[config.mk]
export PLATFORM = sky130hd
export DESIGN_NAME = sorted_list_diff_merge_flat
export DESIGN_NICKNAME = d
export VERILOG_FILES = /design/src/sv/sldm_pkg.sv /design/src/sv/sldm_req_if.sv /design/src/sv/sldm_rsp_if.sv /design/src/sv/sldm_step.sv /design/src/sv/sorted_list_diff_merge.sv /design/src/flat_wrapper.sv
export SDC_FILE = /design/constraint.sdc
export NUM_CORES = 1
export LEC_CHECK = 0
export BUFFER_PORTS_ARGS = -buffer_cell sky130_fd_sc_hd__buf_2
export CAP_MARGIN = 20
export CORE_MARGIN = 5
export CORE_UTILIZATION = 55
export CTS_BUF_LIST = sky130_fd_sc_hd__clkbuf_4 sky130_fd_sc_hd__clkbuf_8
export DETAILED_ROUTE_END_ITERATION = 6
export GPL_TIMING_DRIVEN = 0
export HOLD_SLACK_MARGIN = 0.1
export MAX_ROUTING_LAYER = met4
export PLACE_DENSITY_LB_ADDON = 0.1
export REMOVE_ABC_BUFFERS = 1
export SETUP_SLACK_MARGIN = 0.05
export SLEW_MARGIN = 0
export SYNTH_ARGS = -nofsm -noshare
export SYNTH_HDL_FRONTEND = slang
export SYNTH_SLANG_ARGS = --single-unit
[constraint.sdc]
create_clock -name clk -period 10.35 [get_ports clk]
set_input_delay 1.5525 -clock clk [delete_from_list [all_inputs] [get_ports clk]]
set_output_delay 1.5525 -clock clk [all_outputs]
set_load 0.01 [all_outputs]
[src/sv/sldm_pkg.sv]
// Shared types, codes and a helper function for the sorted list difference merge.
package sldm_pkg;

	localparam int KEY_FIELD_BITS = 64;
	localparam int SEQ_BITS = 64;
	localparam int KEY_BITS_DEFAULT = 64;

	typedef enum logic [2:0] {
		CMD_DEST_ENTRY = 3'd0,
		CMD_SRC_ENTRY  = 3'd1,
		CMD_DEST_END   = 3'd2,
		CMD_SRC_END    = 3'd3,
		CMD_ABORT      = 3'd4
	} cmd_t;

	typedef enum logic [2:0] {
		ACT_NONE    = 3'd0,
		ACT_UPDATE  = 3'd1,
		ACT_DELETE  = 3'd2,
		ACT_DONE    = 3'd3,
		ACT_ABORTED = 3'd4
	} action_t;

	typedef enum logic [1:0] {
		SIDE_DEST = 2'd0,
		SIDE_SRC  = 2'd1,
		SIDE_NONE = 2'd2
	} side_t;

	typedef struct packed {
		logic dest_valid;
		logic src_valid;
		logic dest_ended;
		logic src_ended;
		logic stopped;
	} flags_t;

	typedef struct packed {
		action_t action;
		logic    dest_was_newer;
		side_t   need_side;
		logic    wrong_side;
	} result_t;

	typedef struct packed {
		logic load_dest;
		logic load_src;
	} load_t;

	function automatic side_t side_wanted(input flags_t f);
		side_t s;
		if (f.stopped) begin
			s = SIDE_NONE;
		end else if (!f.dest_valid && !f.dest_ended) begin
			s = SIDE_DEST;
		end else if (!f.src_valid && !f.src_ended) begin
			s = SIDE_SRC;
		end else begin
			s = SIDE_NONE;
		end
		return s;
	endfunction

endpackage

[src/sv/sldm_req_if.sv]
// Request channel carrying one command with its entry key and sequence id.
interface sldm_req_if
	import sldm_pkg::*;
();
	logic                      valid;
	logic                      ready;
	logic [2:0]                command;
	logic [KEY_FIELD_BITS-1:0] entry_key;
	logic signed [SEQ_BITS-1:0] entry_seq;

	modport source (output valid, output command, output entry_key, output entry_seq,
		input ready);
	modport sink (input valid, input command, input entry_key, input entry_seq,
		output ready);
endinterface

[src/sv/sldm_rsp_if.sv]
// Result channel carrying the merge action and the side wanted next.
interface sldm_rsp_if
	import sldm_pkg::*;
();
	logic                      valid;
	logic                      ready;
	logic [2:0]                action;
	logic [KEY_FIELD_BITS-1:0] out_key;
	logic                      dest_was_newer;
	logic [1:0]                need_side;
	logic                      wrong_side;

	modport source (output valid, output action, output out_key, output dest_was_newer,
		output need_side, output wrong_side, input ready);
	modport sink (input valid, input action, input out_key, input dest_was_newer,
		input need_side, input wrong_side, output ready);
endinterface

[src/sv/sldm_step.sv]
// Combinational merge decision for one request against the held heads.
module sldm_step
	import sldm_pkg::*;
#(
	parameter int KEY_BITS = KEY_BITS_DEFAULT
) (
	input  logic [2:0]                 cmd,
	input  logic [KEY_BITS-1:0]        key,
	input  logic signed [SEQ_BITS-1:0] seq,
	input  flags_t                     flags,
	input  logic [KEY_BITS-1:0]        dest_key,
	input  logic signed [SEQ_BITS-1:0] dest_seq,
	input  logic [KEY_BITS-1:0]        src_key,
	input  logic signed [SEQ_BITS-1:0] src_seq,
	output flags_t                     flags_nxt,
	output load_t                      load,
	output result_t                    res,
	output logic [KEY_BITS-1:0]        res_key
);

	logic [KEY_BITS-1:0]        dk;
	logic [KEY_BITS-1:0]        sk;
	logic signed [SEQ_BITS-1:0] ds;
	logic signed [SEQ_BITS-1:0] ss;
	side_t                      need_cur;
	logic                       is_dest_cmd;
	logic                       is_src_cmd;

	// Heads as they stand once this request's entry is taken in.
	assign dk = (cmd == CMD_DEST_ENTRY) ? key : dest_key;
	assign ds = (cmd == CMD_DEST_ENTRY) ? seq : dest_seq;
	assign sk = (cmd == CMD_SRC_ENTRY) ? key : src_key;
	assign ss = (cmd == CMD_SRC_ENTRY) ? seq : src_seq;

	assign need_cur = side_wanted(flags);
	assign is_dest_cmd = (cmd == CMD_DEST_ENTRY) || (cmd == CMD_DEST_END);
	assign is_src_cmd = (cmd == CMD_SRC_ENTRY) || (cmd == CMD_SRC_END);

	always_comb begin
		flags_nxt = flags;
		load = '0;
		res.action = ACT_NONE;
		res.dest_was_newer = 1'b0;
		res.wrong_side = 1'b0;
		res_key = '0;

		priority if (cmd == CMD_ABORT) begin
			if (!flags.stopped) begin
				flags_nxt.stopped = 1'b1;
				res.action = ACT_ABORTED;
			end
		end else if (cmd > CMD_ABORT || flags.stopped) begin
			res.wrong_side = 1'b1;
		end else if (is_dest_cmd && need_cur != SIDE_DEST) begin
			res.wrong_side = 1'b1;
		end else if (is_src_cmd && need_cur != SIDE_SRC) begin
			res.wrong_side = 1'b1;
		end else begin
			unique case (cmd)
				CMD_DEST_ENTRY: begin
					load.load_dest = 1'b1;
					flags_nxt.dest_valid = 1'b1;
				end
				CMD_SRC_ENTRY: begin
					load.load_src = 1'b1;
					flags_nxt.src_valid = 1'b1;
				end
				CMD_DEST_END: begin
					flags_nxt.dest_ended = 1'b1;
				end
				CMD_SRC_END: begin
					flags_nxt.src_ended = 1'b1;
				end
				default: begin
				end
			endcase

			priority if (flags_nxt.dest_valid && flags_nxt.src_valid) begin
				priority if (dk == sk) begin
					if (ds != ss) begin
						res.action = ACT_UPDATE;
						res_key = sk;
						res.dest_was_newer = (ds > ss);
					end
					flags_nxt.dest_valid = 1'b0;
					flags_nxt.src_valid = 1'b0;
				end else if (dk > sk) begin
					res.action = ACT_UPDATE;
					res_key = sk;
					flags_nxt.src_valid = 1'b0;
				end else begin
					res.action = ACT_DELETE;
					res_key = dk;
					flags_nxt.dest_valid = 1'b0;
				end
			end else if (flags_nxt.dest_valid && flags_nxt.src_ended) begin
				res.action = ACT_DELETE;
				res_key = dk;
				flags_nxt.dest_valid = 1'b0;
			end else if (flags_nxt.src_valid && flags_nxt.dest_ended) begin
				res.action = ACT_UPDATE;
				res_key = sk;
				flags_nxt.src_valid = 1'b0;
			end else if (flags_nxt.dest_ended && flags_nxt.src_ended
					&& !flags_nxt.dest_valid && !flags_nxt.src_valid) begin
				res.action = ACT_DONE;
				flags_nxt.stopped = 1'b1;
			end else begin
			end
		end

		res.need_side = side_wanted(flags_nxt);
	end

endmodule

[src/sv/sorted_list_diff_merge.sv]
// An accepted request passes the request register and then the result register.
// Throughput: one request per cycle unless the result channel stalls; the single
// key compare of the step logic sets it. Each request yields exactly one result,
// and a full result register does not block a new request while the request
// register can still move forward. Reset clears all head valid bits, end marks and
// the stopped flag; a new merge starts only after reset.
module sorted_list_diff_merge
	import sldm_pkg::*;
#(
	parameter int KEY_BITS = KEY_BITS_DEFAULT
) (
	input logic        clk,
	input logic        arst_n,
	sldm_req_if.sink   req,
	sldm_rsp_if.source rsp
);

	// Request register: the accepted command and entry wait here until advance is high.
	logic                       valid_s1;
	logic [2:0]                 cmd_s1;
	logic [KEY_BITS-1:0]        key_s1;
	logic signed [SEQ_BITS-1:0] seq_s1;

	// Merge state: one head entry per side plus the progress flags.
	flags_t                     flags_q;
	logic [KEY_BITS-1:0]        dest_key_q;
	logic signed [SEQ_BITS-1:0] dest_seq_q;
	logic [KEY_BITS-1:0]        src_key_q;
	logic signed [SEQ_BITS-1:0] src_seq_q;

	// Result register.
	logic                       valid_s2;
	result_t                    res_s2;
	logic [KEY_BITS-1:0]        key_s2;

	flags_t                     flags_nxt;
	load_t                      load;
	result_t                    res;
	logic [KEY_BITS-1:0]        res_key;
	logic                       advance;

	// The request register moves on whenever the result register is free or is
	// being emptied in this same cycle, so back-to-back requests flow without gaps.
	assign advance = !valid_s2 || rsp.ready;
	assign req.ready = !valid_s1 || advance;

	always_ff @(posedge clk or negedge arst_n) begin
		if (!arst_n) begin
			valid_s1 <= 1'b0;
		end else if (req.ready) begin
			valid_s1 <= req.valid;
		end
	end

	always_ff @(posedge clk) begin
		if (req.valid && req.ready) begin
			cmd_s1 <= req.command;
			key_s1 <= req.entry_key[KEY_BITS-1:0];
			seq_s1 <= req.entry_seq;
		end
	end

	sldm_step #(
		.KEY_BITS(KEY_BITS)
	) u_step (
		.cmd      (cmd_s1),
		.key      (key_s1),
		.seq      (seq_s1),
		.flags    (flags_q),
		.dest_key (dest_key_q),
		.dest_seq (dest_seq_q),
		.src_key  (src_key_q),
		.src_seq  (src_seq_q),
		.flags_nxt(flags_nxt),
		.load     (load),
		.res      (res),
		.res_key  (res_key)
	);

	// The state is committed in the cycle the request leaves the request register,
	// which is also the cycle its result is captured, so the next request always
	// sees the state this one leaves behind.
	always_ff @(posedge clk or negedge arst_n) begin
		if (!arst_n) begin
			flags_q <= '0;
			valid_s2 <= 1'b0;
		end else if (advance) begin
			valid_s2 <= valid_s1;
			if (valid_s1) begin
				flags_q <= flags_nxt;
			end
		end
	end

	// Head entries are payload only; their valid bits in the flags guard every use.
	always_ff @(posedge clk) begin
		if (advance && valid_s1) begin
			res_s2 <= res;
			key_s2 <= res_key;
			if (load.load_dest) begin
				dest_key_q <= key_s1;
				dest_seq_q <= seq_s1;
			end
			if (load.load_src) begin
				src_key_q <= key_s1;
				src_seq_q <= seq_s1;
			end
		end
	end

	assign rsp.valid = valid_s2;
	assign rsp.action = res_s2.action;
	assign rsp.out_key = KEY_FIELD_BITS'(key_s2);
	assign rsp.dest_was_newer = res_s2.dest_was_newer;
	assign rsp.need_side = res_s2.need_side;
	assign rsp.wrong_side = res_s2.wrong_side;

endmodule

[src/flat_wrapper.sv]
// flat-port wrapper written by rule: the top's interface ports become plain ports
module sorted_list_diff_merge_flat import sldm_pkg::*;
#(
	parameter int KEY_BITS = KEY_BITS_DEFAULT
)
  (clk, arst_n, req_valid, req_command, req_entry_key, req_entry_seq, req_ready, rsp_valid, rsp_action, rsp_out_key, rsp_dest_was_newer, rsp_need_side, rsp_wrong_side, rsp_ready);
  sldm_req_if req_i ();
  sldm_rsp_if rsp_i ();
  input logic clk;
  input logic arst_n;
  input wire logic [$bits(req_i.valid)-1:0] req_valid;
  input wire logic [$bits(req_i.command)-1:0] req_command;
  input wire logic [$bits(req_i.entry_key)-1:0] req_entry_key;
  input wire logic [$bits(req_i.entry_seq)-1:0] req_entry_seq;
  output wire logic [$bits(req_i.ready)-1:0] req_ready;
  output wire logic [$bits(rsp_i.valid)-1:0] rsp_valid;
  output wire logic [$bits(rsp_i.action)-1:0] rsp_action;
  output wire logic [$bits(rsp_i.out_key)-1:0] rsp_out_key;
  output wire logic [$bits(rsp_i.dest_was_newer)-1:0] rsp_dest_was_newer;
  output wire logic [$bits(rsp_i.need_side)-1:0] rsp_need_side;
  output wire logic [$bits(rsp_i.wrong_side)-1:0] rsp_wrong_side;
  input wire logic [$bits(rsp_i.ready)-1:0] rsp_ready;
  assign req_i.valid = req_valid;
  assign req_i.command = req_command;
  assign req_i.entry_key = req_entry_key;
  assign req_i.entry_seq = req_entry_seq;
  assign req_ready = req_i.ready;
  assign rsp_valid = rsp_i.valid;
  assign rsp_action = rsp_i.action;
  assign rsp_out_key = rsp_i.out_key;
  assign rsp_dest_was_newer = rsp_i.dest_was_newer;
  assign rsp_need_side = rsp_i.need_side;
  assign rsp_wrong_side = rsp_i.wrong_side;
  assign rsp_i.ready = rsp_ready;
  sorted_list_diff_merge #(.KEY_BITS(KEY_BITS)) u_core (.clk(clk), .arst_n(arst_n), .req(req_i), .rsp(rsp_i));
endmodule
## Word level (Yosys, flattened, before mapping)

Index checks and enable logic that the tools add are counted.

- $lt $le $gt $ge: 3
- Equality and inequality tests: 7
- Mux-type cells: 74
- Bitwise gates (word level): 3
- Reductions and logical operators: 39

Operators with widths:

| kind | count |
|---|---|
| $mux W64 | 10 |
| $gt A64 B64 Y1 | 2 |
| $eq A64 B64 Y1 | 1 |
| $ne A64 B64 Y1 | 1 |
| $mux W1 | 37 |
| $mux W2 | 14 |
| $mux W3 | 6 |
| $mux W4 | 4 |
| $mux W5 | 3 |
| $logic_and A1 B1 Y1 | 14 |
| $logic_not A1 Y1 | 12 |
| $reduce_or A7 Y1 | 1 |
| $eq A3 B2 Y1 const B | 2 |
| $reduce_and A2 Y1 | 3 |
| $logic_or A1 B1 Y1 | 5 |
| $reduce_or A4 Y1 | 1 |
| $eq A3 B1 Y1 const B | 1 |
| $eq A3 B3 Y1 const B | 1 |
| $gt A3 B3 Y1 const B | 1 |
| $logic_not A3 Y1 | 1 |
| $not A1 Y1 | 3 |
| $ne A2 B1 Y1 const B | 1 |
| $reduce_bool A2 Y1 | 1 |
| $reduce_or A2 Y1 | 1 |

- Register bits after elaboration: 465
- Word-level logic and storage cells: 146

## Depth between registers and ports, before layout

Gate-level depths: netlist of the first run.

- Word-level depth: 26
- Gate-level depth with buffers: 17
- Gate-level depth less buffers: 13

## Modules after synthesis

Synthesis of the first run repeated with hierarchy kept, for this count alone.

- Cell total of the unflattened synthesis: 1,476
- Area, all modules: 21,998.6 µm²

Modules (own cells, without submodules):

| module | instances | cells an instance | area each (µm²) | sequential area each (µm²) |
|---|---|---|---|---|
| sorted_list_diff_merge | 1 | 479 | 14,074.7 | 13,928.4 |
| sldm_step | 1 | 997 | 7,923.8 | 0.0 |

## Least setup slack after synthesis of the first run

OpenSTA, ideal clock, no wires.

- Path kind: reg2reg
- Start point: register u_core.cmd_s1[1]
- End point: register u_core.src_key_q[0], enable pin
- Library setup time: 0.503 ns
- Arrival: 5.113 ns
- Path slack: 4.734 ns
- Stages on the path, launching flop included: 7
- Path buffers: 4
- Cells stage by stage: edfxtp_1 -> buf_2 -> nor3b_4 -> clkbuf_1 -> buf_1 -> buf_1 -> and2_1

- Longest elaborated chain between the ends: 8

Ends and longest elaborated chain:

| item | line | source |
|---|---|---|
| from (decl) | sorted_list_diff_merge.sv:20 | `logic [2:0] cmd_s1;` |
| from (signal assigned) | sorted_list_diff_merge.sv:57 | `cmd_s1 <= req.command;` |
| $eq A3 B1 Y1 / $eq A3 B2 Y1 (equally long branches) | sldm_step.sv:37, sldm_step.sv:59 |  |
| $logic_or A1 B1 Y1 | sldm_step.sv:37 | `assign is_src_cmd = (cmd == CMD_SRC_ENTRY) \|\| (cmd == CMD_SRC_END);` |
| $logic_and A1 B1 Y1 | sldm_step.sv:56 | `end else if (is_src_cmd && need_cur != SIDE_SRC) begin` |
| $mux W2 | sldm_step.sv:56 |  |
| $mux W2 | sldm_step.sv:54 | `end else if (is_dest_cmd && need_cur != SIDE_DEST) begin` |
| $mux W2 | sldm_step.sv:52 | `end else if (cmd > CMD_ABORT \|\| flags.stopped) begin` |
| $mux W2 * | sldm_step.sv:47 | `priority if (cmd == CMD_ABORT) begin` |
| $reduce_and A2 Y1 (no source line) * | - |  |
| to (signal assigned) | sorted_list_diff_merge.sv:105 | `src_key_q <= key_s1;` |
| to (decl) | sorted_list_diff_merge.sv:28 | `logic [KEY_BITS-1:0] src_key_q;` |

Every way passes the cells marked *; elsewhere a longest branch is shown, timed or not.
A chain may end at the register's enable or synchronous reset.

## Final worst setup path of the first run

- Start point: register u_core.cmd_s1[0]
- End point: register u_core.key_s2[5] (netlist: u_core.rsp.out_key[5]) (data pin)

- Longest elaborated chain between the ends: 10

Ends and longest elaborated chain:

| item | line | source |
|---|---|---|
| branches (longest 10 deep; another with $gt A64 B64 Y1) | - |  |
| to (signal assigned) | sorted_list_diff_merge.sv:99 | `key_s2 <= res_key;` |
| to (decl) | sorted_list_diff_merge.sv:34 | `logic [KEY_BITS-1:0] key_s2;` |

Several ways; the timed one is not identified. The select of a mux whose other input is x is not followed.

==> run metrics, run 1 <==
Synth area leaders edfxtp_1, mux2i_1, ha_1; first-pass GRT wire length 67300 um; Max rail drop VDD 130 uV; largest net degree at the start of global routing 65; most frequent cells in the layout edfxtp_1, buf_2, mux2i_1, ha_1, clkbuf_8; Detailed Routing Iterations Pass 1 5; Slew headroom 44.7%; Routed WL approximately 44000 um; synthesized area 20800 um^2; vias in the first global route about 12000; commonest non-fill, non-tap cell in the layout edfxtp_1; fin. max-slew vios 0; leading area contributor after synthesis edfxtp_1; PwrDens 173 nW/um^2; CTS root buf clkbuf_8; drt wl/cell 20.0 um; arrival time at the worst endpoint approximately 6500 ps; All-Layer GR Usage 21.2%; CP dominant cell by count buf_8; final setup fails 0; synth unique cells 56; worst hold path class reg -> reg; max-cap violations 0; EDFF count, synth 458; Initial Util a little under three fifths; CTS tree done; FMAX 0.163 GHz; Yosys warnings 0; initial antenna violation count 2; Post-CTS Hold Buffers 0; Async SR Flop Fraction between 1.5 and 2%; post-CTS sizing 0; cell area after layout 24600 um^2; critical path class reg -> reg; worst slew pin tran 822 ps; Post-DP Area 23100 um^2; grt ovf 0; Crit path largest cell delay 750 ps; CP Launch Type register; GP Congestion between 0.8 and 0.9; Die Height slightly above 200 um; period utilisation layout 59.5%; R2R setup slack 4200 ps; FF+latch count, synth 465; worst skew pair latency 620 ps; Net count, final 1867; DRC 0; Core Area 37500 um^2; synth-to-layout area growth 18.2%; crit path max fanout 19; Clock Skew 24.0 ps; Leak about 9 nW; share of cells above drive strength 1 26.1%; # rows 71; RSZ-0062 raised after global routing false; via/cell ratio 5.57; Buffers & Inverters on Critical Path 7; sequential share of the synthesized area 67.0%; Clk pin slew, worst setup/hold paths 60 ps; Main synth FF type edfxtp_1; clock sink count 465; area share of the largest cell type after synthesis 66.2%; cell count after synthesis 1330; WP data required 10710 ps; die footprint 41800 um^2; antenna viol nets, final 0; Cell Chain, Critical Path nor3b_4, buf_8, buf_8, buf_16, buf_16, buf_16, mux2i_1, ha_1, nand4_1, nor4_1, and3_1, nand3_1, nor2_1, a21oi_1, nand2b_1, o311ai_4, buf_8, buf_8, o22ai_1; CTS H-Tree Depth 3; CP delay by family, top simple AND/OR/NAND/NOR gates; die width a little over 200 um; average cell area after synthesis 15.6 um^2; setup bufs post-CTS 0; Boundary Pins between 200 and 250; Total Power roughly 4.2 mW; fillers 2747; Post-DP HPWL 29400 um; critical path's slowest cell nor4_1; shortest period the worst path allows about 6000 ps; hold slack 504 ps; status finished clean; clock buffer depth 3; total CTS buffers 77; drt first-iter violations 590; vias around 12000; Hold Vio Cnt, Final 0; Port Buffers 207; Critical Path Sink Type register
-- cells by family (layout without fill, tap and decap cells) --
kind of cell	count (synthesis)	after routing	share of synthesized area, %
multiplexers	258	258	12.8
flip-flops	465	465	67.0
AND/OR/NAND/NOR	156	156	4.07
other	0	2	0
AO/OA/AOI/OAI	207	207	6.24
buffers and inverters	115	449	2.14
adder cells (fa/ha/maj)	128	128	7.69
XOR/XNOR	1	1	0.0421
-- where the power goes --
group	total, mW	leakage (nW)	internal (mW)	switching (mW)
Sequential	2.26	4.36	2.19	0.0683
Combinational	0.455	4.04	0.195	0.260
Clock	1.53	0.754	0.824	0.707
-- registers in the layout, summed over array words and instances, names as in the netlist, 2 cells and up --
signal,count
u_core.src_seq_q,64
u_core.flags_q,5
u_core.dest_seq_q,64
u_core.cmd_s1,3
u_core.rsp.need_side,2
u_core.dest_key_q,64
u_core.seq_s1,64
u_core.rsp.action,3
u_core.rsp.out_key,64
u_core.src_key_q,64
u_core.key_s1,64
-- worst register-to-register path, cell delays in order, from the launching register on --
cell      delay [ps]
edfxtp_1         670
nor3b_4          660
buf_8            250
buf_8            200
buf_16           170
buf_16           160
buf_16           170
mux2i_1          270
ha_1             200
nand4_1          160
nor4_1           750
and3_1           320
nand3_1          140
nor2_1           210
a21oi_1           60
nand2b_1         220
o311ai_4         650
buf_8            280
buf_8            220
o22ai_1          130
-- cell usage after synthesis (21+ instances only) --
cell      count
mux2_2       65
o22ai_1      64
clkbuf_1     26
mux2i_1     192
nand2_1      36
a21o_1       25
ha_1        127
nand4_1      28
a21oi_1      60
o21ai_0      24
nor2_1       21
edfxtp_1    458
inv_1        68
-- final timing paths --
path                                    from               endpoint  cells after the start
max                         u_core.cmd_s1[0]  u_core.rsp.out_key[5]                     19
min                        u_core.seq_s1[58]   u_core.src_seq_q[58]                      0
max reg2reg                 u_core.cmd_s1[0]  u_core.rsp.out_key[5]                     19
min reg2reg                u_core.seq_s1[58]   u_core.src_seq_q[58]                      0
max in group asynchronous             arst_n      u_core.flags_q[0]                      1
min in group asynchronous             arst_n        u_core.valid_s1                      1
-- per-layer routing --
metal | global-route usage, % | vias up | wire length, um
li1 | - | 5807 | -
met3 | 3.95 | 85 | 2400
met5 | - | - | 0
met4 | 7.85 | 0 | 1200
met2 | 34.7 | 321 | 21600
met1 | 26.7 | 5910 | 18400
-- cell type report --
cell class | instances | area [um^2] | area share, %
Sequential cell | 465 | 13900 | 56.7
Multi-Input combinational cell | 750 | 6430 | 26.2
Timing Repair Buffer | 242 | 1840 | 7.50
Clock buffer | 96 | 1220 | 4.97
Tap cell | 511 | 639 | 2.60
Inverter | 69 | 262 | 1.06
Clock inverter | 42 | 240 | 0.978
Antenna cell | 2 | 5.00 | 0.0204
-- through the flow --
| step | worst slack, ps | util [%] | cells | setup TNS [ps] |
|---|---|---|---|---|
| detailed placement | 4160 | 61.6 | 2037 | 0 |
| floorplan | -22.7 | - | 1284 | -1430 |
| finish | 4200 | 65.5 | 2177 | 0 |
| global placement | -6700 | 59.4 | 2002 | -1150480 |
| global route | 3830 | 65.5 | 2177 | 0 |
| CTS | 4130 | 65.5 | 2175 | 0 |
No activity file was read; power rests on OpenSTA's default activity.
==> run 2, diff against run 1 <==
==> constraint.sdc (replaced) <==
create_clock -name clk -period 5.76 [get_ports clk]
set_input_delay 0.864 -clock clk [delete_from_list [all_inputs] [get_ports clk]]
set_output_delay 0.864 -clock clk [all_outputs]
set_load 0.01 [all_outputs]
==> run 2 against run 1 <==
Power is 80% higher. Cell count is 0.23% higher. Sequential cell count stayed put. First-iteration DRC count is 5.8% higher. Utilization is 0.12 points higher. Setup slack worse by 3800 ps. Non-clock buffer count is 5 higher. Critical path type unchanged. Largest power group unchanged.
==> run metrics, run 2 (synthesis gave the netlist of run 1 again) <==
Flop pwr share 53.2% (about the same); Cell Chain, Critical Path nor3_4, buf_4, buf_16, buf_16, buf_16, buf_16, mux2i_1, inv_1, ha_1, nand4_1, nor4_2, and3_1, nand3_1, o221a_2, and3_1, a21oi_4, buf_12, o22ai_1; Buffers & Inverters on Critical Path 7 (unchanged); period utilisation layout 93.0% (+34 points); cell area after layout 24600 um^2 (+0.19%); critical path class reg -> reg; CTS H-Tree Depth 3 (unchanged); All-Layer GR Usage 21.2% (+0.021 points); part of the power in the clock network 36.0% (about the same); Boundary Pins 208 (unchanged); fin. max-slew vios 0 (unchanged); commonest non-fill, non-tap cell in the layout edfxtp_1; largest net degree at the start of global routing 65 (unchanged); Initial Util 55.5% (unchanged); placed insts 2037 (unchanged); GP Congestion 0.809 (unchanged); Post-DP HPWL 29400 um (unchanged); drt first-iter violations 624 (+5.8%); Port Buffers 207 (unchanged); clock buffer depth 3 (unchanged); Comb power frac 10.8% (about the same); CP dominant cell by count buf_16; worst slew pin tran 774 ps (-48.3 ps); share of cells above drive strength 1 26.4% (+0.22 points); synth-to-layout area growth 18.4%; Crit path largest cell delay 610 ps (-140 ps); Post-DP Area 23100 um^2 (unchanged); max-cap violations 0 (unchanged); CP delay by family, top simple AND/OR/NAND/NOR gates; RSZ-0062 raised after global routing false; hold slack 413 ps (-91.1 ps); critical path's slowest cell edfxtp_1; # rows 71 (unchanged); Finished Layout Cells 2182 (+0.23%); drt wl/cell 20.0 um (-0.14%); via/cell ratio 5.57 (about the same); Die Height 204 um (unchanged); vias in the first global route 12500 (+0.11%); die width 204 um (unchanged); crit path max fanout 29 (+10); CTS root buf clkbuf_8; P_sw 1.86 mW (+80%); DRC 0 (unchanged); clock sink count 465 (unchanged); initial antenna violation count 2 (unchanged); worst hold path class in -> reg; fillers 2742 (-0.18%); shortest period the worst path allows 5350 ps (-798 ps); Slew headroom 47.1% (+2.4 points); Leak 9.18 nW (+0.27%); Clk pin slew, worst setup/hold paths 60 ps (about the same); Core Area 37500 um^2 (unchanged); most frequent cells in the layout edfxtp_1, buf_2, mux2i_1, ha_1, clkbuf_8; CTS tree done; Switching Share 24.4% (about the same); die footprint 41800 um^2 (unchanged); WP data required 6120 ps (-4590 ps); worst skew pair latency 620 ps (about the same); final setup fails 0 (unchanged); arrival time at the worst endpoint 5710 ps (-800 ps); Net count, final 1872 (+0.27%); status finished clean; first-pass GRT wire length 67400 um (+0.10%); CP Launch Type register; Int Pwr 5.77 mW (+80%); grt ovf 0 (unchanged); PwrDens 310 nW/um^2 (+79%); Clock Skew 23.9 ps (-0.112 ps); Detailed Routing Iterations Pass 1 5 (unchanged); antenna viol nets, final 0 (unchanged); total CTS buffers 77 (unchanged); vias 12200 (+0.26%); FMAX 0.187 GHz (+15%); Routed WL 43600 um (about the same); Critical Path Sink Type register; Hold Vio Cnt, Final 0 (unchanged); Max rail drop VDD 233 uV (+80%)
## run 2: cell types whose count changed in the layout (fill, tap and decap cells not counted)
cell	previous run	this run
buf_4	0	4
dlygate4sd3_1	0	1
nor4_1	6	5
nor4_2	0	1
## run 2: metrics by stage
step / total power, mW / utilization, % / TNS [ps] / setup slack, ps
2_1_floorplan: 4.60 / - / -1013560 / -4610
3_3_place_gp: 4.92 / 59.4 / -2755980 / -11290
3_5_place_dp: 4.95 / 61.6 / -16510 / -428
4_1_cts: 7.73 / 65.6 / 0 / 156
5_1_grt: 7.98 / 65.7 / 0 / 165
6_report: 7.63 / 65.7 / 0 / 405
## run 2: final cells by class
class,instances,area (um^2),share of cell area [%]
well taps,511,639,2.60
multi-input cells,750,6440,26.2
flip-flops and latches,465,13900,56.6
repair buffers,247,1880,7.64
clock inverters,42,240,0.976
inverters,69,262,1.06
diodes,2,5.00,0.0203
clock buffers,96,1220,4.96
## run 2: per-layer routing
| metal | vias up | part of all wire, % | global-route usage [%] |
|---|---|---|---|
| met3 | 83 | 5.4 | 3.92 |
| li1 | 5818 | - | - |
| met5 | - | 0 | - |
| met2 | 311 | 50 | 34.8 |
| met1 | 5942 | 42 | 26.7 |
| met4 | 0 | 2.7 | 7.80 |
## run 2: power by group through the flow
stage          Combinational, mW  Sequential [mW]  Clock (mW)
2_1_floorplan              0.470             4.13           0
4_1_cts                    0.830             4.06        2.85
3_5_place_dp               0.822             4.13           0
5_1_grt                    0.904             4.08        3.00
6_report                   0.821             4.06        2.75
3_3_place_gp               0.779             4.14           0
## run 2: worst register-to-register path: cells and delay by family (launching register included)
kind / cells / cell delay [ps]
simple gates: 6 / 1740
compound gates: 3 / 1000
mux: 1 / 240
buf+inv: 7 / 1220
fa+ha+maj: 1 / 310
flops: 1 / 610
## run 2: what timing repair did
action | in CTS | in global routing
endpoints found under the hold margin | 7 | 0
hold buffers | 1 | 0
setup buffers | 2 | 2
setup endpoints to repair | 65 | 38
pin swaps | 1 | 1
gates resized for setup | 1 | 0
## run 2: worst paths after layout
path	startpoint	cells past startpoint	endpoint	slack [ps]
worst min register to register	u_core.key_s1[12]	0	u_core.src_key_q[12]	500
worst max register to register	u_core.cmd_s1[0]	18	u_core.rsp.out_key[18]	410
worst max-delay path	u_core.cmd_s1[0]	18	u_core.rsp.out_key[18]	410
worst min-delay path	req_entry_key[25]	1	u_core.key_s1[25]	410
max in group asynchronous	arst_n	2	u_core.flags_q[0]	4940
min in group asynchronous	arst_n	2	u_core.valid_s1	650
==> run 3, diff against run 2 <==
--- a/config.mk
+++ b/config.mk
@@ -15,7 +15,6 @@
 export HOLD_SLACK_MARGIN = 0.1
 export MAX_ROUTING_LAYER = met4
 export PLACE_DENSITY_LB_ADDON = 0.1
-export REMOVE_ABC_BUFFERS = 1
 export SETUP_SLACK_MARGIN = 0.05
 export SLEW_MARGIN = 0
 export SYNTH_ARGS = -nofsm -noshare
==> run 3 against run 2 <==
Hold slack got worse by 9.9 ps. Global-route usage increased by 0.29 points. Combinational power down 2.4%. Die area unchanged. Sequential cell count unchanged. Non-clock buffer count increased by 18. Cell count increased by 0.92%. Via count up 0.18%. Power up 0.91%. Largest power group unchanged. Highest routed layer unchanged.
==> run metrics, run 3 (synthesis gave the netlist of run 1 again) <==
CP dominant cell by count buf_2; antenna viol nets, final 0 (unchanged); CP Launch Type register; arrival time at the worst endpoint 5800 ps (+90 ps); setup TNS 0 ps (unchanged); Port Buffers 207 (unchanged); commonest non-fill, non-tap cell in the layout edfxtp_1; worst hold path class in -> reg; # rows 71 (unchanged); Initial Util 55.5% (unchanged); Core Area 37500 um^2 (unchanged); met3 usage 3.70% (-0.22 points); Net Count, Synth 1592; All-Layer GR Usage 21.5% (+0.29 points); Detailed Routing Iterations Pass 1 7 (+2); Post-DP HPWL 29500 um (+0.35%); RSZ-0062 raised after global routing false; grt met2 use 35.3% (+0.45 points); CTS root buf clkbuf_8; grt ovf 0 (unchanged); max-cap violations 0 (unchanged); largest net degree at the start of global routing 54 (-17%); worst slew pin tran 773 ps (-1.20 ps); GP Congestion 0.870 (+7.5%); Max rail drop VDD 250 uV (+7.2%); Top Usage Layer GRT met2; Routed WL 43800 um (+0.69%); Critical Path Sink Type register; Total Power 7.70 mW (+0.91%); vias 12200 (+0.18%); Clock Skew 34.4 ps (+10.5 ps); placed insts 2057 (+0.98%); FMAX 0.183 GHz (-1.9%); Leak 9.10 nW (-0.88%); Boundary Pins 208 (unchanged); first-pass GRT wire length 67600 um (+0.33%); Net count, final 1892 (+1.1%); CP delay by family, top buffers and inverters; Finished Layout Cells 2202 (+0.92%); fin. max-slew vios 0 (unchanged); Die Height 204 um (unchanged); clock buffer depth 3 (unchanged); total CTS buffers 79 (+2.6%); PwrDens 317 nW/um^2 (+2.3%); final setup fails 0 (unchanged); synth-to-layout area growth 16.8%; DRC 0 (unchanged); CTS tree done; vias in the first global route 12400 (-0.65%); drt wl/cell 19.9 um (-0.23%); status finished clean; die footprint 41800 um^2 (unchanged); Cell Chain, Critical Path buf_2, nor3b_4, clkbuf_4, buf_2, buf_2, mux2i_1, ha_1, nand4_1, nor4_1, nand2_1, or2_1, o21ai_0, nand2b_1, o311ai_4, buf_4, buf_2, o22ai_1; Buffers & Inverters on Critical Path 6 (-1); crit path max fanout 10 (-66%); Hold Vio Cnt, Final 0 (unchanged); Slew headroom 48.5% (+1.4 points); Crit path largest cell delay 540 ps (-70 ps); period utilisation layout 94.8% (+1.8 points); CTS H-Tree Depth 3 (unchanged); shortest period the worst path allows 5460 ps (+106 ps); via/cell ratio 5.53 (-0.73%); met1 usage 27.4% (+0.67 points); initial antenna violation count 1 (-1); clock sink count 465 (unchanged); worst skew pair latency 640 ps (+20 ps); die width 204 um (unchanged); WP data required 6100 ps (-20 ps); share of cells above drive strength 1 27.0% (+0.64 points); most frequent cells in the layout edfxtp_1, buf_2, mux2i_1, ha_1, clkbuf_8; drt first-iter violations 729 (+17%); critical path's slowest cell nor4_1; critical path class reg -> reg; Clk pin slew, worst setup/hold paths 70 ps (about the same)
==> run 3: what timing repair did <==
action / in CTS / in global routing
gates resized for setup: 24 / 17
endpoints found under the setup margin: 68 / 62
buffers inserted: 2 / 0
hold endpoints to repair: 7 / 0
pin swaps: 1 / 0
hold buffers: 1 / 0
==> run 3: worst paths after layout <==
kind,slack (ps),to,startpoint,depth (start not counted)
setup / recovery,300,u_core.rsp.out_key[30],u_core.cmd_s1[1],17
min in group asynchronous,610,u_core.flags_q[0],arst_n,2
setup reg to reg,300,u_core.rsp.out_key[30],u_core.cmd_s1[1],17
max in group asynchronous,4990,u_core.valid_s1,arst_n,2
hold / removal,400,u_core.key_s1[8],req_entry_key[8],1
hold reg to reg,500,u_core.rsp.valid,u_core.valid_s1,1
==> run 3: power breakdown <==
part           switching, mW  internal (mW)  leakage, nW
combinational          0.480          0.321         3.94
clock                   1.28           1.58        0.804
sequential             0.103           3.94         4.36
==> run 3: layout make-up <==
cell class,count,area (um^2)
inverter,69,262
timing repair buffer,219,1250
antenna,2,5.00
sequential,465,13900
buffer,46,224
clock buffer,109,1330
tap,511,639
multi-input combinational,750,6450
clock inverter,31,190
fill,2801,13200
==> run 3: worst register-to-register path, delay by kind of cell, from the launching register on <==
| kind | cells | cell delay (ps) |
|---|---|---|
| multiplexers | 1 | 140 |
| buffers and inverters | 6 | 1800 |
| adder cells (fa/ha/maj) | 1 | 310 |
| flip-flops | 1 | 420 |
| AO/OA/AOI/OAI | 3 | 740 |
| AND/OR/NAND/NOR | 6 | 1780 |
==> run 3: metal layers <==
| layer | routed length [um] | up-vias |
|---|---|---|
| li1 | - | 5843 |
| met1 | 18700 | 5925 |
| met2 | 21600 | 326 |
| met3 | 2290 | 82 |
| met4 | 1200 | 0 |
| met5 | 0 | - |
==> run 3: per-stage QoR <==
| stage | worst slack, ps | utilization [%] | hold slack (ps) | cell area [um^2] |
|---|---|---|---|---|
| global placement | -3090 | 59.9 | 467 | 22500 |
| CTS | 72.8 | 64.7 | 363 | 24300 |
| global route | 7.99 | 64.8 | 365 | 24300 |
| finish | 299 | 64.8 | 403 | 24300 |
| detailed placement | -1190 | 60.5 | 493 | 22700 |
| floorplan | 144 | - | 457 | 20800 |
